`src/rtl/tfn_pkg.sv`:
```
// ----------------------------------------------------------------------------
// tfn_pkg: shared types, widths and helpers for the triangle face normal block
// Widths of every pipeline stage follow from the constants at the top.
// ----------------------------------------------------------------------------
`default_nettype none

package tfn_pkg;

    localparam int INDEX_BITS       = 16;
    localparam int COORD_BITS       = 16;
    localparam int NORMAL_FRAC_BITS = 14;

    localparam int FIELD_W  = 16;
    localparam int NORM_TOP = 29;

    localparam int EDGE_W     = COORD_BITS + 1;
    localparam int PROD_W     = 2 * EDGE_W;
    localparam int CROSS_W    = PROD_W + 1;
    localparam int MAG_W      = CROSS_W;
    localparam int POS_W      = $clog2(MAG_W);
    localparam int SHF_W      = MAG_W + NORM_TOP;
    localparam int SCL_W      = NORM_TOP + 1;
    localparam int SQR_W      = 2 * SCL_W;
    localparam int SUM_W      = SQR_W + 2;
    localparam int SQRT_STEPS = SUM_W / 2;
    localparam int LEN_W      = SQRT_STEPS;
    localparam int QUO_W      = NORMAL_FRAC_BITS + 1;
    localparam int DIV_W      = LEN_W + QUO_W + 1;

    localparam logic [FIELD_W-1:0] IDX_MASK = (INDEX_BITS >= FIELD_W) ?
        {FIELD_W{1'b1}} : FIELD_W'((64'd1 << INDEX_BITS) - 64'd1);

    typedef struct packed {
        logic [FIELD_W-1:0]        first_index;
        logic [FIELD_W-1:0]        second_index;
        logic [FIELD_W-1:0]        third_index;
        logic signed [FIELD_W-1:0] first_x;
        logic signed [FIELD_W-1:0] first_y;
        logic signed [FIELD_W-1:0] first_z;
        logic signed [FIELD_W-1:0] second_x;
        logic signed [FIELD_W-1:0] second_y;
        logic signed [FIELD_W-1:0] second_z;
        logic signed [FIELD_W-1:0] third_x;
        logic signed [FIELD_W-1:0] third_y;
        logic signed [FIELD_W-1:0] third_z;
    } tri_beat_t;

    typedef struct packed {
        logic [FIELD_W-1:0]        target_index;
        logic signed [FIELD_W-1:0] normal_x;
        logic signed [FIELD_W-1:0] normal_y;
        logic signed [FIELD_W-1:0] normal_z;
        logic                      degenerate;
        logic                      last_corner;
    } nrm_beat_t;

    typedef struct packed {
        logic [2:0][FIELD_W-1:0] index;
    } tri_idx_t;

    typedef struct packed {
        tri_idx_t                idx;
        logic [2:0][MAG_W-1:0]   mag;
        logic [2:0]              neg;
        logic                    deg;
    } mag_t;

    typedef struct packed {
        tri_idx_t                idx;
        logic [2:0][SCL_W-1:0]   mag;
        logic [2:0]              neg;
        logic                    deg;
    } scl_t;

    typedef struct packed {
        scl_t             s;
        logic [SUM_W-1:0] sum;
    } sum_t;

    typedef struct packed {
        scl_t             s;
        logic [LEN_W-1:0] len;
    } len_t;

    typedef struct packed {
        tri_idx_t                  idx;
        logic [2:0][FIELD_W-1:0]   normal;
        logic                      deg;
    } tri_res_t;

    // Position field to signed edge width: masked to COORD_BITS, sign-extended.
    function automatic logic signed [EDGE_W-1:0] coord_ext(input logic [FIELD_W-1:0] raw);
        logic signed [COORD_BITS-1:0] v;
        v = COORD_BITS'(raw);
        return EDGE_W'(v);
    endfunction

endpackage

`default_nettype wire

```
`src/rtl/tfn_serial.sv`:
```
// ----------------------------------------------------------------------------
// tfn_serial: output register that sends one triangle as three beats
// Takes a new triangle when empty or while its last beat leaves.
// ----------------------------------------------------------------------------
`default_nettype none

module tfn_serial
    import tfn_pkg::*;
(
    input  wire logic     clk,
    input  wire logic     rst_n,
    input  wire logic     in_valid,
    input  var  tri_res_t in_data,
    output logic          in_ready,
    output logic          valid,
    input  wire logic     stall,
    output nrm_beat_t     beat
);

    localparam logic [1:0] CORNER_FIRST  = 2'd0;
    localparam logic [1:0] CORNER_SECOND = 2'd1;
    localparam logic [1:0] CORNER_THIRD  = 2'd2;

    logic       full_reg, full_next;
    logic [1:0] cnt_reg, cnt_next;
    tri_res_t   hold_reg;
    logic       load;

    assign in_ready = !full_reg || (!stall && cnt_reg == CORNER_THIRD);
    assign load     = in_valid && in_ready;

    always_comb
    begin
        full_next = full_reg;
        cnt_next  = cnt_reg;
        if (load)
        begin
            full_next = 1'b1;
            cnt_next  = CORNER_FIRST;
        end
        else if (full_reg && !stall)
        begin
            if (cnt_reg == CORNER_THIRD)
            begin
                full_next = 1'b0;
            end
            else
            begin
                cnt_next = cnt_reg + 2'd1;
            end
        end
    end

    always_ff @(posedge clk or negedge rst_n)
    begin
        if (!rst_n)
        begin
            full_reg <= 1'b0;
            cnt_reg  <= CORNER_FIRST;
        end
        else
        begin
            full_reg <= full_next;
            cnt_reg  <= cnt_next;
        end
    end

    always_ff @(posedge clk)
    begin
        if (load)
        begin
            hold_reg <= in_data;
        end
    end

    always_comb
    begin
        case (cnt_reg)
            CORNER_FIRST:  beat.target_index = hold_reg.idx.index[0];
            CORNER_SECOND: beat.target_index = hold_reg.idx.index[1];
            default:       beat.target_index = hold_reg.idx.index[2];
        endcase
        beat.normal_x    = hold_reg.normal[0];
        beat.normal_y    = hold_reg.normal[1];
        beat.normal_z    = hold_reg.normal[2];
        beat.degenerate  = hold_reg.deg;
        beat.last_corner = (cnt_reg == CORNER_THIRD);
    end

    assign valid = full_reg;

endmodule

`default_nettype wire
```
`config.mk`:
```
export PLATFORM = sky130hd
export DESIGN_NAME = tfn_serial
export DESIGN_NICKNAME = d
export VERILOG_FILES = /design/src/rtl/tfn_pkg.sv /design/src/rtl/tfn_serial.sv
export SDC_FILE = /design/constraint.sdc
export NUM_CORES = 1
export LEC_CHECK = 0
export BUFFER_PORTS_ARGS = -buffer_cell sky130_fd_sc_hd__buf_2
export CORE_ASPECT_RATIO = 2
export CORE_UTILIZATION = 35
export CTS_CLUSTER_SIZE = 30
export DETAILED_ROUTE_END_ITERATION = 10
export PLACE_DENSITY_LB_ADDON = 0.05
export RECOVER_POWER = 25
export SETUP_SLACK_MARGIN = 0.05
export SLEW_MARGIN = 10
export SYNTH_ARGS = -nofsm -noshare
export SYNTH_HDL_FRONTEND = slang
export SYNTH_SLANG_ARGS = --single-unit
```
`constraint.sdc`:
```
create_clock -name clk -period 3.8 [get_ports clk]
set_input_delay 0.76 -clock clk [delete_from_list [all_inputs] [get_ports clk]]
set_output_delay 0.76 -clock clk [all_outputs]
set_load 0.03 [all_outputs]
```
; Word-level counts from Yosys, hierarchy flattened
; Cells that the tools add are included.
; Widths: inputs -> output; s select.
[classes]
n_addsub = 1
multipliers = 0
div = 0
order_cmp = 0
eq_ne = 3
n_shift = 0
muxes = 7
n_bitwise = 0
reduce_logical = 11
[ops]
columns = operator, n
row1 = $pmux 16 s2, 1
row2 = $mux 2, 3
row3 = $reduce_and 2->1, 2
row4 = $reduce_bool 2->1, 2
row5 = $logic_and 1x1->1, 3
row6 = $mux 1, 3
row7 = $add 2x1->2 const B, 1
row8 = $eq 2x1->1 const B, 1
row9 = $eq 2x2->1 const B, 1
row10 = $logic_not 1->1, 2
row11 = $logic_not 2->1, 1
row12 = $ne 2x1->1 const B, 1
row13 = $logic_or 1x1->1, 1
[totals]
register_bits = 100
latch_bits = 0
ramBits = 0
rom_bits = 0
input_bits = 101
output_inout_bits = 68
elab_cells = 31
n_memories = 0

; Logic depth before layout (Yosys ltp)
[logic_depth]
word_depth = 6
depth_mapped = 7
depth_no_buf = 5

; Worst setup path after synthesis
; Ideal clock, no wire load.
[synth_timing]
path_type = reg2reg
from = reg cnt_reg[0]
to = reg hold_reg, in the netlist beat[10], enable pin
setup_time_ns = 0.466
t_arrival_ns = 3.810
required_time_ns = 3.334
setup_slack_ns = -0.476
stages_incl_launch_ff = 6
path_buffers = 0
synth_period_minus_slack_ns = 4.276
cell_sequence = dfrtp_1 -> inv_2 -> ha_1 -> inv_1 -> o21ai_1 -> and2_1
[synth_rtl]
columns = element, line
row1 = from (decl), tfn_serial.sv:25  ; logic [1:0] cnt_reg, cnt_next;
row2 = from (signal assigned), tfn_serial.sv:64  ; cnt_reg <= cnt_next;
row3 = to (signal assigned), tfn_serial.sv:72  ; hold_reg <= in_data;
row4 = to (decl), tfn_serial.sv:26  ; tri_res_t hold_reg;

==> metrics <==
Worst Path Arrival roughly 2.1 ns; Final ANT Viol Nets 0; cell leakage power roughly 1.9 nW; clk sinks 100; Max Cap Violations 0; Fin Hold WS roughly 0.22 ns; drt drc 0; peak supply drop 0.4363 mV; share of the synthesized area in the top cell type 77.19%; compound-gate portion of the synthesized area around 4.2%; Synth cell types 19; Max Fclk 350.7 MHz; CTS Buffer Depth 2; Synth Area in Adders less than 1%; Final Max Tran Viols 0; P&R area growth vs syn 23.77%; post-synthesis cell count 218; root buffer cell clkbuf_16; die area ~0.011 sq mm; initial antenna violation count 1; Global Route Usage Sum a little over an eighth; final net count around 450; Main synth FF type edfxtp_1; Num CTS Buffers 9; most frequent cells after synthesis edfxtp_1, buf_4, nand2_1; Port Buf Inserts around 170; first-pass GRT wire length between 10000 and 15000 um; Fillers around 1000; RSZ-0062 raised after global routing no; Hold Crit Class in -> async; number of synthesized flops with an enable pin 97; syn avg cell area 17.31 sq um; Post-Synth Simple-Gate Area under 10%; dpl hpwl ~5200 um; FP Rows 53; # hold bufs at CTS 0; final wirelength ~7100 um; CTS resizes 0; Worst Tran Pin Value 0.8557 ns; main combinational cell family by area after synthesis buffers and inverters; Vias 2066; critical path cell sequence inv_1 > ha_1 > a22oi_1 > nand2_1 > buf_2; skew final around 0.0044 ns; CP Class reg -> out; count leader, synth edfxtp_1; FFs w/ async S/R, synth 3.000%; Worst Setup Start Kind register; overall die width 75.42 um; Synth warnings 0; GR Overflow Total 0; Finished Layout Cells ~490; post-CTS setup buffer count 0; fin crit period between 2 and 3 ns; worst endpoint required time 3.04 ns; Die Y 148.8 um; top cell type by total area after synthesis edfxtp_1; Tcrit/Tclk final 75.03%; critical path's top delay family adder cells; final hold vios 0; status finished, final reports clean; vias in the first global route approximately 2200; Worst Path Max Fanout 17; Pre-antenna DRT Iters 2; Crit. End Element primary output; multiplexer share of the synthesized area less than 1%; max incr delay on CP a little over 0.7 ns; Final setup viols 0; routed wire length per instance 14.66 um; post-synthesis xor/xnor area fraction 0%; CP Buf/Inv Count 2; largest net degree at the start of global routing 54; sequential cell area fraction in the yosys report about 80%; Top Ports between 150 and 200; First DRT Iteration DRCs 99; post-synthesis cell area 0.003774 sq mm; share of layout cells above drive strength 1 53.58%; cell area after placement between 0.004 and 0.005 sq mm; Area contributors post-synth edfxtp_1, buf_4, a22oi_1; max_slew headroom a little over two fifths; Worst-path clk slew about 0.06 ns; clock latency at the later pin of the worst-skew pair approximately 0.33 ns; Power Density 709.0 mW/mm^2; TNS Setup 0 ns; Seq cells post-synth 100; Final Power roughly 0.0033 W; number of vias per cell 4.242; CTS tree built; max FFs per register 49; Crit-path slowest cell ha_1; Initial Util 36.02%; dpl cells between 400 and 500; core area ~0.010 sq mm; Synthesized Nets 322; GP Congestion between 0.7 and 0.8; H-tree Lvls 3; post-route cell area 0.004671 sq mm
[cell families after synthesis]
logic type	count (synthesis)
flops	100
buf+inv	57
simple gates	36
compound gates	21
fa+ha+maj	3
mux	1
[worst register-to-register path: stages (launching register included)]
cell and delay [ns]:
dfrtp_1 0.41, inv_2 0.09, ha_1 0.20, inv_1 0.07
o21ai_1 0.22, and2_4 0.57, buf_12 0.35
[routing by layer]
layer / global-route usage (%) / part of all wire [%] / wire, um
met4: 6.667 / 2.3 / 163
met2: 23.62 / 56 / 3993
met1: 12.66 / 34 / 2453
met3: 3.919 / 7.4 / 527
met5: 0 / 0 / 0
[report_power, final]
| part | switching, W | internal (W) | total, W |
|---|---|---|---|
| sequential | 0.0000399 | 0.00138 | 0.00142 |
| clock | 0.000373 | 0.000439 | 0.000812 |
| combinational | 0.000772 | 0.000305 | 0.00108 |
| total | 0.00118 | 0.00213 | 0.00331 |
[area by class of cell]
type	count	area (sq um)	area share [%]
antenna	1	2.502	0.05358
clock buffer	9	225.2	4.822
clock inverter	7	43.79	0.9376
inverter	3	11.26	0.2411
multi-input combinational	61	369.1	7.902
sequential	100	2988	63.97
tap	137	171.4	3.670
timing repair buffer	169	859.6	18.40
[final timing paths]
check                      startpoint    endpoint  slack [ns]  depth (start not counted)
setup reg to reg           cnt_reg[0]    beat[35]        1.54                          6
max in group asynchronous       rst_n  cnt_reg[0]        3.42                          1
hold / removal                  rst_n       valid        0.22                          1
min in group clk           cnt_reg[0]  cnt_reg[0]        0.58                          1
setup / recovery           cnt_reg[1]    beat[59]        0.95                          5
hold reg to reg            cnt_reg[0]  cnt_reg[0]        0.58                          1
[cell usage in the layout (no fill, tap or decap)]
master      instances
clkbuf_16           9
nor2_1              1
buf_12              1
clkinv_1            2
nand2b_1            1
a22o_2              1
a22o_1              2
clkinvlp_4          3
dfrtp_1             3
mux2_4              1
a22oi_1            16
buf_2             167
and2_4              1
clkinv_4            1
diode_2             1
clkbuf_1            1
o21ai_1             1
inv_2               1
edfxtp_1           97
nor2_8              1
a21oi_1             1
ha_1                3
nand2_1            32
inv_1               2
clkinv_2            1
[metrics by stage]
step / util (%) / setup slack [ns]
after floorplan: - / 0.5604
after global routing: 44.58 / 0.7665
final: 44.58 / 0.9487
after detailed placement: 42.00 / 1.268
after global placement: 42.00 / 1.297
after CTS: 44.57 / 0.8997
Note: power is estimated with default switching activity, not from simulation.
